<file path="src/rtl/slsfp_pkg.sv">
// Shared types and constants for the sync/length/sum frame parser.
package slsfp_pkg;

  localparam logic [7:0]  SYNC_FIRST      = 8'hFF;
  localparam logic [7:0]  SYNC_SECOND     = 8'hFE;
  localparam int unsigned HDR_LEN         = 6;
  localparam int unsigned MAX_FRAME_DEF   = 8192;
  localparam int unsigned CFG_W           = 14;
  localparam int unsigned CNT_W           = 14;
  localparam int unsigned OUT_CNT_W       = 13;
  localparam logic [CFG_W-1:0] MAX_LEN_RESET = 14'd8192;

  typedef enum logic [1:0] {
    KIND_DATA    = 2'd0,
    KIND_GOOD    = 2'd1,
    KIND_BAD_SUM = 2'd2,
    KIND_BAD_LEN = 2'd3
  } kind_t;

  typedef enum logic [3:0] {
    PH_HUNT = 4'd0,
    PH_LEN0 = 4'd1,
    PH_LEN1 = 4'd2,
    PH_LEN2 = 4'd3,
    PH_LEN3 = 4'd4,
    PH_CMD0 = 4'd5,
    PH_CMD1 = 4'd6,
    PH_DATA = 4'd7,
    PH_SUM0 = 4'd8,
    PH_SUM1 = 4'd9,
    PH_SUM2 = 4'd10,
    PH_SUM3 = 4'd11
  } phase_t;

  typedef struct packed {
    logic                 valid;
    kind_t                kind;
    logic [15:0]          command;
    logic [7:0]           payload_byte;
    logic [OUT_CNT_W-1:0] payload_count;
  } result_t;

endpackage

</file>
<file path="src/rtl/sync_length_sum_frame_parser.sv">
// Top level of the sync/length/sum frame parser.
//
// Input channel: one received byte per transfer on in_rx_byte, accepted when
// in_valid is high and in_stall low. The parser hunts for FF FE, reads a
// 4-byte little-endian length, a 2-byte command, length-6 payload bytes and a
// 4-byte checksum (32-bit sum of payload bytes).
// Result channel: one result per payload byte (kind 0) and one at frame end
// (good or checksum mismatch), or one bad-length result on the last length
// byte; transferred when out_valid is high and out_stall low.
// Config: cfg_we writes cfg_wdata into the length limit (reset 8192); the
// effective limit is the smaller of that and MAX_FRAME. Write only when idle.
// Output: each result is registered on out_*, or in the skid entry if out_*
// stalls. Throughput: one byte per cycle while in_stall is low; each result
// is decoded combinationally between input transfer and result register.
// Reset (rst_n low, synchronous): parser returns to hunting, output and skid
// registers empty, limit back to 8192.
// Stall: a stalled result holds on out_*; one more result parks in the skid
// entry, then in_stall rises until the receiver takes a result.
module sync_length_sum_frame_parser import slsfp_pkg::*; #(
  parameter int unsigned MAX_FRAME = MAX_FRAME_DEF
) (
  input  logic                 clk,
  input  logic                 rst_n,
  input  logic                 cfg_we,
  input  logic [CFG_W-1:0]     cfg_wdata,
  input  logic                 in_valid,
  output logic                 in_stall,
  input  logic [7:0]           in_rx_byte,
  output logic                 out_valid,
  input  logic                 out_stall,
  output logic [1:0]           out_result_kind,
  output logic [15:0]          out_command,
  output logic [7:0]           out_payload_byte,
  output logic [OUT_CNT_W-1:0] out_payload_count
);

  logic    in_fire;
  result_t res;
  result_t out_res;

  assign in_fire = in_valid && !in_stall;

  slsfp_parser #(
    .MAX_FRAME(MAX_FRAME)
  ) u_parser (
    .clk       (clk),
    .rst_n     (rst_n),
    .cfg_we    (cfg_we),
    .cfg_wdata (cfg_wdata),
    .in_fire   (in_fire),
    .in_byte   (in_rx_byte),
    .res       (res)
  );

  slsfp_out_buf u_out_buf (
    .clk       (clk),
    .rst_n     (rst_n),
    .res       (res),
    .in_stall  (in_stall),
    .out_valid (out_valid),
    .out_stall (out_stall),
    .out_res   (out_res)
  );

  assign out_result_kind   = out_res.kind;
  assign out_command       = out_res.command;
  assign out_payload_byte  = out_res.payload_byte;
  assign out_payload_count = out_res.payload_count;

endmodule

</file>
<file path="src/rtl/slsfp_parser.sv">
// Frame parser state machine: sync hunt, header, payload sum and checksum check.
module slsfp_parser import slsfp_pkg::*; #(
  parameter int unsigned MAX_FRAME = MAX_FRAME_DEF
) (
  input  logic             clk,
  input  logic             rst_n,
  input  logic             cfg_we,
  input  logic [CFG_W-1:0] cfg_wdata,
  input  logic             in_fire,
  input  logic [7:0]       in_byte,
  output result_t          res
);

  localparam logic [31:0] CAP = 32'(MAX_FRAME);
  localparam logic [31:0] MIN_LEN = 32'(HDR_LEN);

  phase_t           phase_r, phase_nxt;
  logic             prev_ff_r, prev_ff_nxt;
  logic [23:0]      len_r, len_nxt;
  logic [CNT_W-1:0] pay_len_r, pay_len_nxt;
  logic [15:0]      cmd_r, cmd_nxt;
  logic [CNT_W-1:0] cnt_r, cnt_nxt;
  logic [31:0]      sum_r, sum_nxt;
  logic [23:0]      rsum_r, rsum_nxt;
  logic [CFG_W-1:0] max_len_r;

  logic [31:0] limit;
  logic [31:0] full_len;
  logic [31:0] full_rsum;
  logic [CNT_W-1:0] cnt_inc;

  always_comb begin
    limit = (32'(max_len_r) > CAP) ? CAP : 32'(max_len_r);
  end

  assign full_len  = {in_byte, len_r};
  assign full_rsum = {in_byte, rsum_r};
  assign cnt_inc   = cnt_r + 1'b1;

  always_ff @(posedge clk) begin
    if (!rst_n) begin
      max_len_r <= MAX_LEN_RESET;
    end else if (cfg_we) begin
      max_len_r <= cfg_wdata;
    end
  end

  always_ff @(posedge clk) begin
    if (!rst_n) begin
      phase_r   <= PH_HUNT;
      prev_ff_r <= 1'b0;
      len_r     <= '0;
      pay_len_r <= '0;
      cmd_r     <= '0;
      cnt_r     <= '0;
      sum_r     <= '0;
      rsum_r    <= '0;
    end else begin
      phase_r   <= phase_nxt;
      prev_ff_r <= prev_ff_nxt;
      len_r     <= len_nxt;
      pay_len_r <= pay_len_nxt;
      cmd_r     <= cmd_nxt;
      cnt_r     <= cnt_nxt;
      sum_r     <= sum_nxt;
      rsum_r    <= rsum_nxt;
    end
  end

  always_comb begin
    phase_nxt   = phase_r;
    prev_ff_nxt = prev_ff_r;
    len_nxt     = len_r;
    pay_len_nxt = pay_len_r;
    cmd_nxt     = cmd_r;
    cnt_nxt     = cnt_r;
    sum_nxt     = sum_r;
    rsum_nxt    = rsum_r;
    res         = '0;
    if (in_fire) begin
      case (phase_r)
        PH_HUNT: begin
          if (prev_ff_r && in_byte == SYNC_SECOND) begin
            prev_ff_nxt = 1'b0;
            len_nxt     = '0;
            phase_nxt   = PH_LEN0;
          end else begin
            prev_ff_nxt = (in_byte == SYNC_FIRST);
          end
        end
        PH_LEN0: begin
          len_nxt[7:0] = in_byte;
          phase_nxt    = PH_LEN1;
        end
        PH_LEN1: begin
          len_nxt[15:8] = in_byte;
          phase_nxt     = PH_LEN2;
        end
        PH_LEN2: begin
          len_nxt[23:16] = in_byte;
          phase_nxt      = PH_LEN3;
        end
        PH_LEN3: begin
          if (full_len < MIN_LEN || full_len > limit) begin
            phase_nxt = PH_HUNT;
            res.valid = 1'b1;
            res.kind  = KIND_BAD_LEN;
          end else begin
            pay_len_nxt = full_len[CNT_W-1:0] - CNT_W'(HDR_LEN);
            phase_nxt   = PH_CMD0;
          end
        end
        PH_CMD0: begin
          cmd_nxt[7:0] = in_byte;
          phase_nxt    = PH_CMD1;
        end
        PH_CMD1: begin
          cmd_nxt[15:8] = in_byte;
          cnt_nxt       = '0;
          sum_nxt       = '0;
          rsum_nxt      = '0;
          phase_nxt     = (pay_len_r == '0) ? PH_SUM0 : PH_DATA;
        end
        PH_DATA: begin
          sum_nxt = sum_r + 32'(in_byte);
          cnt_nxt = cnt_inc;
          if (cnt_inc >= pay_len_r) begin
            phase_nxt = PH_SUM0;
          end
          res.valid         = 1'b1;
          res.kind          = KIND_DATA;
          res.command       = cmd_r;
          res.payload_byte  = in_byte;
          res.payload_count = cnt_r[OUT_CNT_W-1:0];
        end
        PH_SUM0: begin
          rsum_nxt[7:0] = in_byte;
          phase_nxt     = PH_SUM1;
        end
        PH_SUM1: begin
          rsum_nxt[15:8] = in_byte;
          phase_nxt      = PH_SUM2;
        end
        PH_SUM2: begin
          rsum_nxt[23:16] = in_byte;
          phase_nxt       = PH_SUM3;
        end
        PH_SUM3: begin
          phase_nxt         = PH_HUNT;
          prev_ff_nxt       = 1'b0;
          res.valid         = 1'b1;
          res.kind          = (full_rsum == sum_r) ? KIND_GOOD : KIND_BAD_SUM;
          res.command       = cmd_r;
          res.payload_count = cnt_r[OUT_CNT_W-1:0];
        end
        default: begin
          phase_nxt   = PH_HUNT;
          prev_ff_nxt = (in_byte == SYNC_FIRST);
        end
      endcase
    end
  end

  a_ff_only_hunting: assert property (@(posedge clk) disable iff (!rst_n)
    (phase_r != PH_HUNT) |-> !prev_ff_r)
    else $error("sync arm flag set outside hunt");

  a_data_count_in_range: assert property (@(posedge clk) disable iff (!rst_n)
    (phase_r == PH_DATA) |-> (cnt_r < pay_len_r))
    else $error("payload counter past payload length");

  a_result_follows_fire: assert property (@(posedge clk) disable iff (!rst_n)
    res.valid |-> in_fire)
    else $error("result raised without an input transfer");

endmodule

</file>
<file path="src/rtl/slsfp_out_buf.sv">
// Result register with one skid entry between parser and result channel.
module slsfp_out_buf import slsfp_pkg::*; (
  input  logic    clk,
  input  logic    rst_n,
  input  result_t res,
  output logic    in_stall,
  output logic    out_valid,
  input  logic    out_stall,
  output result_t out_res
);

  logic    out_valid_r, out_valid_nxt;
  logic    skid_valid_r, skid_valid_nxt;
  result_t out_data_r, out_data_nxt;
  result_t skid_data_r, skid_data_nxt;

  assign in_stall  = skid_valid_r;
  assign out_valid = out_valid_r;
  assign out_res   = out_data_r;

  always_ff @(posedge clk) begin
    if (!rst_n) begin
      out_valid_r  <= 1'b0;
      skid_valid_r <= 1'b0;
    end else begin
      out_valid_r  <= out_valid_nxt;
      skid_valid_r <= skid_valid_nxt;
    end
  end

  always_ff @(posedge clk) begin
    out_data_r  <= out_data_nxt;
    skid_data_r <= skid_data_nxt;
  end

  always_comb begin
    out_valid_nxt  = out_valid_r;
    skid_valid_nxt = skid_valid_r;
    out_data_nxt   = out_data_r;
    skid_data_nxt  = skid_data_r;
    if (out_valid_r && out_stall) begin
      // hold the output, park a new result
      if (res.valid) begin
        skid_valid_nxt = 1'b1;
        skid_data_nxt  = res;
      end
    end else if (skid_valid_r) begin
      out_valid_nxt  = 1'b1;
      out_data_nxt   = skid_data_r;
      skid_valid_nxt = 1'b0;
    end else begin
      out_valid_nxt = res.valid;
      out_data_nxt  = res;
    end
  end

  a_skid_implies_out: assert property (@(posedge clk) disable iff (!rst_n)
    skid_valid_r |-> out_valid_r)
    else $error("skid entry held with empty output register");

  a_no_result_while_full: assert property (@(posedge clk) disable iff (!rst_n)
    skid_valid_r |-> !res.valid)
    else $error("result arrived while skid entry full");

endmodule

</file>
<file path="config.mk">
export PLATFORM = sky130hd
export DESIGN_NAME = sync_length_sum_frame_parser
export DESIGN_NICKNAME = d
export VERILOG_FILES = /design/src/rtl/slsfp_pkg.sv /design/src/rtl/sync_length_sum_frame_parser.sv /design/src/rtl/slsfp_parser.sv /design/src/rtl/slsfp_out_buf.sv
export SDC_FILE = /design/constraint.sdc
export NUM_CORES = 1
export LEC_CHECK = 0
export BUFFER_PORTS_ARGS = -buffer_cell sky130_fd_sc_hd__buf_2
export CAP_MARGIN = 0
export CORE_UTILIZATION = 30
export CTS_BUF_LIST = sky130_fd_sc_hd__clkbuf_4
export CTS_CLUSTER_DIAMETER = 120
export CTS_CLUSTER_SIZE = 24
export DETAILED_ROUTE_END_ITERATION = 6
export HOLD_SLACK_MARGIN = 0.06
export PLACE_DENSITY_LB_ADDON = 0.2
export SKIP_CTS_REPAIR_TIMING = 1
export SKIP_LAST_GASP = 1
export SYNTH_ARGS = -nofsm -noshare
export SYNTH_HDL_FRONTEND = slang
export SYNTH_SLANG_ARGS = --single-unit
</file>
<file path="constraint.sdc">
create_clock -name clk -period 5.2 [get_ports clk]
set_input_delay 0.52 -clock clk [delete_from_list [all_inputs] [get_ports clk]]
set_output_delay 0.52 -clock clk [all_outputs]
set_load 0.01 [all_outputs]
</file>
* Word-level counts from Yosys, hierarchy flattened *
Index checks and enable logic that the tools add are counted.

word-level totals
  bits in registers = 223
  latch bits = 0
  RAM bits = 0
  bits in read-only memories = 0
  input bits = 27
  output and inout bits = 41
  logic and storage cells = 105
  memories kept = 0

operators by class
  add/sub/neg operators = 3
  multipliers = 0
  divide/modulo/power cells = 0
  magnitude comparators = 4
  equal/unequal tests = 16
  shifts and indexed selects = 0
  multiplexer cells = 26
  bitwise operators = 2
  reductions and logical operators = 30

operators with widths
  kind                                                    count
  one-hot mux 8 bit (2 select lines)                      6
  one-hot mux 32 bit (2 select lines)                     1
  one-hot mux 4 bit (11 select lines)                     1
  two-way mux 40 bit                                      1
  two-way mux 39 bit                                      1
  adder 32 x 8 -> 32 bit                                  1
  == test 32 bit                                          1
  greater-than comparator 32 bit                          1
  < comparator 32 x 3 -> 1 bit (second input constant)    1
  one-hot mux 14 bit (2 select lines)                     1
  two-way mux 24 bit                                      1
  AND reduction 2 bit                                     9
  == test 4 x 3 -> 1 bit (second input constant)          4
  == test 4 bit (second input constant)                   4
  == test 8 bit (second input constant)                   2
  two-way mux 16 bit                                      1
  AND reduction 3 bit                                     5
  adder 14 x 1 -> 14 bit (second input constant)          1
  greater-or-equal comparator 14 bit                      1
  greater-than comparator 14 bit (second input constant)  1
  zero test 14 bit                                        1
  two-way mux 14 bit                                      1
  nonzero test 2 bit                                      7
  subtractor 14 x 3 -> 14 bit (second input constant)     1
  18 further kinds                                        27

* Longest topological paths before layout *
Gate-level depths: netlist of the first run.

  word-level depth = 8
  mapped depth = 12
  gate-level depth less buffers = 12

* Hierarchy *
A second synthesis of the first run with hierarchy kept.

unflattened totals
  cell total of the unflattened synthesis = 1151
  area total of the unflattened synthesis = 11079.4 um2

modules (own cells, without submodules)
  module                        instances  cells an instance  area each (um2)  sequential area each (um2)
  slsfp_parser                  1          1020               8129.0           2862.7
  slsfp_out_buf                 1          130                2936.6           2412.3
  sync_length_sum_frame_parser  1          1                  13.8             0.0

* Least setup slack after synthesis of the first run *
No wires, ideal clock.

  path kind = register to register
  start = reg u_parser.max_len_r[13]
  end = reg u_out_buf.skid_data_r[0] in the netlist's numbering (enable)
  setup time = 494 ps
  arrival = 5052 ps
  required time = 4706 ps
  path slack = -346 ps
  cell stages (with the launch flop) = 11
  buffers on the path = 1
  path through = dfxtp_1 -> inv_1 -> clkbuf_1 -> nand2_1 -> ha_1 -> nand4_1 -> or4_1 -> a21o_1 -> a31oi_4 -> o21ai_2 -> a211oi_1

on the way
  word-level cells in the longest chain between the ends = 8

ends and longest elaborated chain
  element                                 line                 RTL
  start: declaration                      slsfp_parser.sv:25   logic [CFG_W-1:0] max_len_r;
  start signal: assignment                slsfp_parser.sv:44   max_len_r <= cfg_wdata;
  greater-than comparator 14 bit          slsfp_parser.sv:33   limit = (32'(max_len_r) > CAP) ? CAP : 32'(max_len_r);
  two-way mux 14 bit *                    slsfp_parser.sv:33
  greater-than comparator 32 bit *        slsfp_parser.sv:104  if (full_len < MIN_LEN || full_len > limit) begin
  logical OR 1 bit *                      slsfp_parser.sv:104
  two-way mux 3 bit *                     slsfp_parser.sv:104
  one-hot mux 3 bit (3 select lines) *    slsfp_parser.sv:81   case (phase_r)
  two-way mux 40 bit *                    slsfp_parser.sv:80   if (in_fire) begin
  AND reduction 2 bit (no source line) *  -
  end signal: assignment                  slsfp_out_buf.sv:33  skid_data_r <= skid_data_nxt;
  end: declaration                        slsfp_out_buf.sv:15  result_t skid_data_r, skid_data_nxt;

Mark *: on every way between the ends. The rest lies on a longest branch, timed or not.
A chain may end at the register's enable or synchronous reset.

* Final worst setup path of the first run *
  start = reg u_parser.max_len_r[4]
  end = reg u_out_buf.skid_data_r[34] in the netlist's numbering (enable)

The elaborated chain is that of the path after synthesis.

==> summary.md, run 1 <==
| Metric | Value |
|---|---|
| Status | `complete, no violations` |
| Synth Net Count | `1,195` |
| Comb power frac | `0.069` |
| Worst hold path depth | `3` |
| Fin area | `11,700 um2` |
| Tightest Hold Check Type | `input pin to flop` |
| NetSw | `0.7048 mW` |
| DRT iter0 DRCs | `460` |
| Placed Instance Area | `11,470 um2` |
| Setup violators final | `0` |
| Number of buffers added on ports | `67` |
| Hold Path End | `u_parser.max_len_r[1]` |
| Area of the multi-input gates | `5136 um2` |
| Fmax achieved | `0.2659 GHz` |
| Required time of the critical path | `5.51 ns` |
| Top FF cell, synth | `dfxtp_1` |
| RSZ-0062 raised after global routing | `false` |
| Layout cells sized above 1 | `0.1011` |
| Min Tclk post-route | `3.760 ns` |
| Number of synthesized flops with an enable pin | `78` |
| Commonest non-fill, non-tap cell in the layout | `dfxtp_1` |
| Initial core utilization | `0.3075` |
| Reg2reg path depth | `11` |
| Leak | `4.676 nW` |
| Root Buffer Master | `clkbuf_4` |
| Clock power share | `0.262` |
| Reg power frac | `0.668` |
| Ys async rst share | `0` |
| Tcrit/Tclk final | `0.7231` |
| Avg WL per Cell | `16.34 um` |
| Most frequent cells in the layout | `145 x dfxtp_1, 125 x nor2_1, 112 x nand2_1` |
| Routed wire length | `26,720 um` |
| PD cells | `234.8 nW/um2` |
| Die height | `190.9 um` |
| DRT Pass-1 Iters | `5` |
| Fill count | `3,637` |
| Seq/Total Area, Yosys | `0.4901` |
| Total GRT Usage | `0.1472` |
| Clock sinks | `223` |
| FF-to-FF End | `u_out_buf.skid_data_r[34]` |
| Cell-internal power | `2.042 mW` |
| Top fanout value on the critical path | `37` |
| Drt via density | `4.955` |
| Worst hold path startpoint | `cfg_wdata[1]` |
| Syn_area_per_cell | `9.479 um2` |
| Yosys warns | `0` |
| Placeable Area | `34,800 um2` |
| WP data arrival | `4.07 ns` |
| Slew Limit Headroom | `0.2259` |
| Startpoint Class | `flop` |
| Via count | `8,102` |
| Global route total overflow | `0` |
| Register bit total from synthesis | `223` |
| Max-slew violations | `0` |
| Die width | `190.9 um` |
| Register area | `5245 um2` |
| Htree depth | `1` |
| Peak supply drop | `0.1149 mV` |
| Fin Setup TNS | `0 ns` |
| Layout area overhead | `9.318%` |
| Initial antenna violation count | `2` |
| Switching Share | `0.2566` |
| CTS buffer count | `13` |
| Final Skew | `0.06106 ns` |
| Post-DRT Antenna Nets | `0` |
| FF-to-FF setup slack | `1.44 ns` |
| Post-synthesis cell type count | `65` |
| Clk_lat worst skew | `0.69 ns` |
| Worst-Margin Slew | `1.160 ns` |
| CP Capture Type | `flop` |
| Clock-pin slew of the registers on the worst-case setup and hold paths | `0.23 ns` |
| Post-layout net count | `1,239` |
| CTS tree | `built` |
| Worst hold margin | `0.08496 ns` |
| Crit Path Class | `flop to flop` |
| Placer Congestion | `0.7985` |
| Number of global-route vias before repair | `7,541` |
| Max cap viols | `0` |
| Pin count of the biggest net entering global routing | `52` |
| Hpwl dp | `18,310 um` |
| Reg-to-reg startpoint | `u_parser.max_len_r[4]` |
| # DRC | `0` |
| Total power draw | `2.746 mW` |
| Mapped Cells | `1,129` |
| Max clock buf depth | `3` |
| Ports | `68` |
| Mapped Area | `10,700 um2` |
| Die ar. | `36,430 um2` |
| Wire length of the first global-routing pass | `42,690 um` |
| Fin. Hold Viols | `0` |
| Num rows | `68` |
through the flow:
stage,std cells,setup slack [ns],utilization
final,1635,1.440,0.3362
after CTS,1625,1.411,0.3340
after detailed placement,1606,1.461,0.3295
after global placement,1606,1.535,0.3295
after global routing,1635,1.133,0.3362
after floorplan,1129,0.9127,-
power by group through the flow:
stage | Sequential (mW) | Combinational [mW] | Clock, mW
2_1_floorplan | 1.86 | 0.128 | 0
3_3_place_gp | 1.87 | 0.189 | 0
3_5_place_dp | 1.87 | 0.188 | 0
4_1_cts | 1.84 | 0.189 | 0.757
5_1_grt | 1.84 | 0.211 | 0.822
6_report | 1.84 | 0.191 | 0.720
cells in the mapped netlist (all sizes together), types with 23 or more instances:
library cell | n | area, um2
nand4 | 26 | 192.7
a21oi | 84 | 420.4
nor3 | 34 | 170.2
o21ai | 33 | 168.9
nor2 | 127 | 479.2
mux2i | 23 | 230.2
ha | 38 | 475.5
and2 | 47 | 294.0
dfxtp | 145 | 2903
a21o | 44 | 330.3
edfxtp | 78 | 2342
inv | 28 | 105.1
xnor2 | 42 | 367.9
nand3 | 36 | 185.2
xor2 | 25 | 219.0
nand2 | 114 | 430.4
clkbuf | 42 | 157.7
a22oi | 30 | 225.2
how the worst max path moves through the flow:
stage | slack (ns) | endpoint | start | depth (start not counted)
6_report | 1.44 | u_out_buf.skid_data_r[34] | u_parser.max_len_r[4] | 11
2_1_floorplan | 0.91 | u_out_buf.skid_data_r[0] | u_parser.max_len_r[13] | 10
4_1_cts | 1.41 | u_out_buf.skid_data_r[34] | u_parser.max_len_r[8] | 11
3_3_place_gp | 1.54 | u_out_buf.skid_data_r[35] | u_parser.max_len_r[13] | 10
5_1_grt | 1.13 | u_out_buf.skid_data_r[18] | u_parser.max_len_r[13] | 10
3_5_place_dp | 1.46 | u_out_buf.skid_data_r[35] | u_parser.max_len_r[4] | 11
cell families after synthesis:
group / share of synthesized area
buffers and inverters: 0.03157
flip-flops: 0.4901
AO/OA/AOI/OAI: 0.1428
XOR/XNOR: 0.05483
adder cells (fa/ha/maj): 0.04630
multiplexers: 0.02151
AND/OR/NAND/NOR: 0.2129
metal layers:
layer  part of all wire  global-route usage  vias to the layer above  wire length (um)
met5                  0                   0                        -                 0
met4              0.017             0.03262                        0               460
met3              0.035             0.01546                       24               933
met2               0.42              0.2186                      155             11260
met1               0.53              0.2256                     3782             14070
li1                   -                   -                     4141                 -
worst max-delay path: stages (launching register included):
cell and delay (ns):
dfxtp_1 0.38, nor4_1 0.29, a41o_1 0.23, nand2_1 0.08
ha_1 0.31, nand4_1 0.08, or4_1 0.43, a21o_1 0.21
a31oi_4 0.42, o21ai_2 0.19, a211oi_4 0.30, buf_4 0.47
state kept, by name, indices dropped and copies added, names as in the netlist:
name                   flops
u_out_buf.out_res         39
u_out_buf.skid_data_r     39
u_parser.sum_r            32
u_parser.len_r            24
u_parser.rsum_r           24
u_parser.cmd_r            16
u_parser.cnt_r            14
u_parser.max_len_r        14
u_parser.pay_len_r        14
u_parser.phase_r           4
u_out_buf.in_stall         1
u_out_buf.out_valid        1
u_parser.prev_ff_r         1
cell type report:
type,instances,area share
flip-flops and latches,223,0.4483
well taps,455,0.04866
inverters,28,0.008984
diodes,3,0.0006417
multi-input cells,823,0.4390
repair buffers,84,0.04107
clock buffers,18,0.01155
clock inverters,1,0.001711
No activity file was read; power rests on OpenSTA's default activity.
==> run 2: changes to the inputs <==
==> constraint.sdc (replaced) <==
create_clock -name clk -period 3.9 [get_ports clk]
set_input_delay 0.39 -clock clk [delete_from_list [all_inputs] [get_ports clk]]
set_output_delay 0.39 -clock clk [all_outputs]
set_load 0.01 [all_outputs]
==> run 2 against run 1 <==
Global-route usage is 0.44 points higher; non-clock buffer count is 22 higher; largest power group unchanged; clock power is 32% higher; worst hold slack better by 0.030 ns; cell count is 1.3% higher; sequential cell count stayed put; final area is 1.6% higher; critical path depth stayed put; fmax is 18% higher.
==> summary.md, run 2 (same netlist as run 1, synthesis figures left out) <==
| Metric | Value |
|---|---|
| # DRC | `0 (unchanged)` |
| CP top delay family | `compound AO/OA/AOI/OAI gates` |
| Post-layout net count | `1,261 (+1.8%)` |
| Leak | `4.779 nW (+2.2%)` |
| Die ar. | `36,430 um2 (unchanged)` |
| Max clock buf depth | `3 (unchanged)` |
| Fill count | `3,611 (-0.71%)` |
| RSZ-0062 raised after global routing | `false` |
| Total power draw | `3.665 mW (+33%)` |
| CTS buffer count | `13 (unchanged)` |
| Die width | `190.9 um (unchanged)` |
| Avg WL per Cell | `16.51 um (+1.0%)` |
| CP Cell Sequence | `nor4_1 > a41o_1 > nand2_1 > ha_1 > nand4_1 > or4_1 > a21o_1 > a31oi_4 > o21ai_2 > a211oi_4 > buf_12` |
| Peak supply drop | `0.1602 mV (+39%)` |
| Register area | `5245 um2 (unchanged)` |
| Via count | `8,166 (+0.79%)` |
| Post-DRT Antenna Nets | `0 (unchanged)` |
| DRT Pass-1 Iters | `5 (unchanged)` |
| Area of the multi-input gates | `5136 um2 (unchanged)` |
| Htree depth | `1 (unchanged)` |
| Fin. Hold Viols | `0 (unchanged)` |
| Placer Congestion | `0.7856 (-1.6%)` |
| Ports | `68 (unchanged)` |
| Number of global-route vias before repair | `7,690 (+2.0%)` |
| Drt via density | `4.931 (-0.49%)` |
| Clk_lat worst skew | `0.70 ns (about the same)` |
| Max-slew violations | `0 (unchanged)` |
| Required time of the critical path | `4.31 ns (-1.20 ns)` |
| Slowest stage delay, CP | `0.44 ns (-0.03 ns)` |
| Pre-CTS WS | `0.7092 ns (-0.7519 ns)` |
| Routed wire length | `27,350 um (+2.3%)` |
| Min Tclk post-route | `3.181 ns (-0.5790 ns)` |
| Final Skew | `0.08704 ns (+0.02598 ns)` |
| Number of buffers added on ports | `67 (unchanged)` |
| Crit Path Class | `flop to flop` |
| Num rows | `68 (unchanged)` |
| Status | `complete, no violations` |
| Layout cells sized above 1 | `0.1108 (+0.009729)` |
| DRT iter0 DRCs | `495 (+7.6%)` |
| Die height | `190.9 um (unchanged)` |
| Post-layout util | `0.3416 (+0.005429)` |
| Critical Path Source | `u_parser.max_len_r[10]` |
| Global route total overflow | `0 (unchanged)` |
| CTS tree | `built` |
| Worst-Margin Slew | `1.201 ns (+0.04122 ns)` |
| Initial core utilization | `0.3075 (unchanged)` |
| Fin Setup TNS | `0 ns (unchanged)` |
| Hpwl dp | `18,880 um (+3.1%)` |
| Clock-pin slew of the registers on the worst-case setup and hold paths | `0.24 ns (about the same)` |
| Most frequent cells in the layout | `145 x dfxtp_1, 125 x nor2_1, 112 x nand2_1` |
| Layout area overhead | `11.08%` |
| Max cap viols | `0 (unchanged)` |
| Clock sinks | `223 (unchanged)` |
| Tcrit/Tclk final | `0.8157 (+0.09257)` |
| Critical-path top delay cell | `or4_1` |
| CP Buf/Inv Count | `1 (unchanged)` |
| Root Buffer Master | `clkbuf_4` |
| Worst hold path startpoint | `in_rx_byte[6]` |
| Reg-to-reg startpoint | `u_parser.max_len_r[10]` |
| Initial antenna violation count | `1 (-1)` |
| Total GRT Usage | `0.1516 (+0.004365)` |
| Commonest non-fill, non-tap cell in the layout | `dfxtp_1` |
| Slew Limit Headroom | `0.1984 (-0.02751)` |
| Top fanout value on the critical path | `39 (+5.4%)` |
| Final setup margin | `0.7188 ns (-0.7210 ns)` |
| PD cells | `308.3 nW/um2 (+31%)` |
| Wire length of the first global-routing pass | `43,900 um (+2.8%)` |
| WP data arrival | `3.60 ns (-0.47 ns)` |
| Startpoint Class | `flop` |
| Placeable Area | `34,800 um2 (unchanged)` |
| Tightest Hold Check Type | `input pin to flop` |
| Setup violators final | `0 (unchanged)` |
| Fmax achieved | `0.3143 GHz (+18%)` |
| CP Capture Type | `flop` |
| Pin count of the biggest net entering global routing | `51 (-1.9%)` |
[run 2: cell types whose count changed in the layout (fill, tap and decap cells not counted), sizes merged]
| cell | before | now |
|---|---|---|
| clkbuf | 18 | 17 |
| diode | 3 | 1 |
| buf | 77 | 91 |
| inv | 29 | 30 |
| dlygate4sd3 | 7 | 15 |
| clkinv | 0 | 1 |
[run 2: area by class of cell]
cell class / count / area share
Multi-Input combinational cell: 823 / 0.4321
Antenna cell: 1 / 0.0002105
Clock buffer: 17 / 0.01074
Clock inverter: 3 / 0.002000
Timing Repair Buffer: 106 / 0.05705
Inverter: 28 / 0.008841
Tap cell: 455 / 0.04789
Sequential cell: 223 / 0.4412
[run 2: final timing paths]
kind                                                   to  slack (ns)  cells past startpoint
worst max-delay path            u_out_buf.skid_data_r[30]        0.72                     11
worst min-delay path                  u_parser.rsum_r[22]        0.11                      3
worst max register to register  u_out_buf.skid_data_r[30]        0.72                     11
worst min register to register         u_parser.cmd_r[15]        0.47                      2
[run 2: routing by layer]
metal | share of wire | track usage | vias up
li1 | - | - | 4163
met1 | 0.52 | 0.2267 | 3836
met2 | 0.44 | 0.2338 | 147
met3 | 0.034 | 0.01730 | 20
met4 | 0.013 | 0.02708 | 0
met5 | 0 | 0 | -
[run 2: through the flow]
stage	hold slack [ns]	cells	cell area [um2]
after floorplan	0.4317	1129	10710
after detailed placement	0.4477	1620	11580
after global placement	0.4388	1620	11580
final	0.1149	1656	11890
after CTS	-0.1045	1640	11740
after global routing	0.07165	1656	11890
[run 2: worst register-to-register path: cells and delay by family (launching register included)]
family,cells,cell delay (ns)
buffers and inverters,1,0.27
AOI/OAI and AO/OA,5,1.07
and+or+nand+nor,4,0.87
adders and majority gates,1,0.30
DFF,1,0.38
[run 2: report_power, final]
group          total, mW  leakage (nW)  internal, mW  switching [mW]
Clock              0.949        0.0913         0.214           0.735
Combinational      0.270          2.69        0.0887           0.181
Sequential          2.45          2.00          2.42          0.0266
==> run 3: changes to the inputs <==
==> constraint.sdc (replaced) <==
create_clock -name clk -period 2.7 [get_ports clk]
set_input_delay 0.27 -clock clk [delete_from_list [all_inputs] [get_ports clk]]
set_output_delay 0.27 -clock clk [all_outputs]
set_load 0.01 [all_outputs]
==> run 3 against run 2 <==
Setup slack lost 1.2 ns; clock-buffer cell count is the same; the flow now finishes with violations (negative setup slack); final area grew 8.6%; total power grew 48%; fmax grew 0.39%; worst hold slack lost 0.040 ns; global-route usage shrank 0.15 points; die area is the same; largest power group unchanged; combinational power grew 99%.
==> summary.md, run 3 (same netlist as run 1, synthesis figures left out) <==
| Metric | Value |
|---|---|
| Status | `complete, but fails checks` |
| Failing checks | `negative setup slack` |
| Placed Instance Area | `12,100 um2 (+4.5%)` |
| DRT iter0 DRCs | `516 (+4.2%)` |
| Die ar. | `36,430 um2 (unchanged)` |
| Slowest stage delay, CP | `0.43 ns (about the same)` |
| Worst hold margin | `0.07491 ns (-0.04000 ns)` |
| WP data arrival | `3.57 ns (-0.03 ns)` |
| Worst-Margin Slew | `0.5865 ns (-0.6146 ns)` |
| Htree depth | `1 (unchanged)` |
| Placeable Area | `34,800 um2 (unchanged)` |
| Root Buffer Master | `clkbuf_4` |
| Ports | `68 (unchanged)` |
| Reg2reg path depth | `12 (+1)` |
| Min Tclk post-route | `3.169 ns (-0.01248 ns)` |
| Critical Path Source | `u_parser.max_len_r[4]` |
| Slew Limit Headroom | `0.6079 (+0.4095)` |
| CP Buf/Inv Count | `2 (+1)` |
| Clock sinks | `223 (unchanged)` |
| Max cap viols | `0 (unchanged)` |
| Final Skew | `0.05335 ns (-0.03369 ns)` |
| CP top delay family | `compound AO/OA/AOI/OAI gates` |
| Number of buffers added on ports | `67 (unchanged)` |
| CP endpoint | `u_out_buf.skid_data_r[35]` |
| Placer Congestion | `0.8086 (+2.9%)` |
| Pre-CTS WS | `-0.4330 ns (-1.142 ns)` |
| Number of global-route vias before repair | `7,934 (+3.2%)` |
| FF-to-FF setup slack | `-0.47 ns (-1.19 ns)` |
| Routed wire length | `27,720 um (+1.4%)` |
| Avg WL per Cell | `15.88 um (-3.9%)` |
| Clock-pin slew of the registers on the worst-case setup and hold paths | `0.26 ns (+0.02 ns)` |
| Tightest Hold Check Type | `input pin to flop` |
| CP Capture Type | `flop` |
| Startpoint Class | `flop` |
| Fin. Hold Viols | `0 (unchanged)` |
| PD cells | `419.9 nW/um2 (+36%)` |
| Fin area | `12,900 um2 (+8.6%)` |
| Total GRT Usage | `0.1500 (-0.001546)` |
| Post-layout net count | `1,351 (+7.1%)` |
| Max clock buf depth | `3 (unchanged)` |
| Via count | `8,602 (+5.3%)` |
| Reg-to-reg startpoint | `u_parser.max_len_r[4]` |
| Hpwl dp | `19,390 um (+2.7%)` |
| Drt via density | `4.927 (about the same)` |
| Clk_lat worst skew | `0.69 ns (about the same)` |
| Final setup margin | `-0.4687 ns (-1.188 ns)` |
| Layout area overhead | `20.59%` |
| Commonest non-fill, non-tap cell in the layout | `dfxtp_1` |
| CTS tree | `built` |
| Max-slew violations | `0 (unchanged)` |
| DRT Pass-1 Iters | `5 (unchanged)` |
| Num rows | `68 (unchanged)` |
| Most frequent cells in the layout | `137 x dfxtp_1, 125 x nor2_1, 110 x nand2_1` |
| Die height | `190.9 um (unchanged)` |
| Global route total overflow | `0 (unchanged)` |
| RSZ-0062 raised after global routing | `true` |
| Pin count of the biggest net entering global routing | `43 (-16%)` |
| Wire length of the first global-routing pass | `43,860 um (about the same)` |
| FF-to-FF End | `u_out_buf.skid_data_r[35]` |
| Initial core utilization | `0.3075 (unchanged)` |
| Initial antenna violation count | `1 (unchanged)` |
| Crit. path cell count | `12 (+1)` |
| Peak supply drop | `0.2172 mV (+36%)` |
| # DRC | `0 (unchanged)` |
| Critical-path top delay cell | `or4_4` |
| Setup violators final | `61 (+61)` |
| Top fanout value on the critical path | `9 (-77%)` |
| Required time of the critical path | `3.10 ns (-1.21 ns)` |
| Layout cells sized above 1 | `0.1978 (+0.08699)` |
| Fmax achieved | `0.3156 GHz (+0.39%)` |
| Leak | `5.293 nW (+11%)` |
| CTS buffer count | `13 (unchanged)` |
| Post-DRT Antenna Nets | `0 (unchanged)` |
| Tcrit/Tclk final | `1.174 (+0.3579)` |
| Die width | `190.9 um (unchanged)` |
| Crit Path Class | `flop to flop` |
| CP Cell Sequence | `nor4_2 > a41o_1 > nand2_1 > ha_1 > nand4_1 > or4_4 > a21o_1 > a31oi_4 > o21ai_4 > a211oi_4 > buf_6 > buf_12` |
| Total power draw | `5.418 mW (+48%)` |
-- run 3: power breakdown --
group          switching, mW  internal (mW)
logic                  0.315          0.221
registers             0.0164           3.50
clock network           1.07          0.304
total                   1.40           4.02
-- run 3: final cells by class --
class / count / area [um2]
Clock buffer: 17 / 127.6
Antenna cell: 2 / 5.005
Timing Repair Buffer: 196 / 1448
Inverter: 28 / 105.1
Tap cell: 455 / 569.3
Multi-Input combinational cell: 823 / 5369
Fill cell: 3557 / 21890
Sequential cell: 223 / 5258
Clock inverter: 2 / 23.77
-- run 3: tightest hold or removal path, stage by stage --
cell and delay (ns):
buf_2 0.19, nand2_1 0.10, nor2_1 0.05, a21oi_1 0.11, nor2_1 0.05
-- run 3: per-stage QoR --
stage	setup TNS, ns	util	instances
2_1_floorplan	-37.27	-	1129
3_3_place_gp	-16.10	0.3478	1688
3_5_place_dp	-17.03	0.3478	1688
4_1_cts	-17.97	0.3522	1707
5_1_grt	-26.95	0.3708	1746
6_report	-19.96	0.3708	1746
-- run 3: layer usage --
metal / GRT usage / vias to the layer above / share of wire
li1: - / 4354 / -
met1: 0.2245 / 4052 / 0.51
met2: 0.2302 / 177 / 0.44
met3: 0.01693 / 19 / 0.035
met4: 0.02923 / 0 / 0.015
met5: 0 / - / 0
-- run 3: worst min-delay path by stage --
stage                  startpoint                      to  slack (ns)  depth (start not counted)
6_report            in_rx_byte[5]       u_parser.len_r[5]        0.07                          5
5_1_grt             in_rx_byte[5]       u_parser.len_r[5]        0.06                          5
4_1_cts              cfg_wdata[2]   u_parser.max_len_r[2]       -0.23                          3
3_5_place_dp   u_parser.cmd_r[10]      u_parser.cmd_r[10]        0.45                          2
3_3_place_gp    u_parser.cmd_r[8]       u_parser.cmd_r[8]        0.44                          2
2_1_floorplan       cfg_wdata[13]  u_parser.max_len_r[13]        0.40                          2
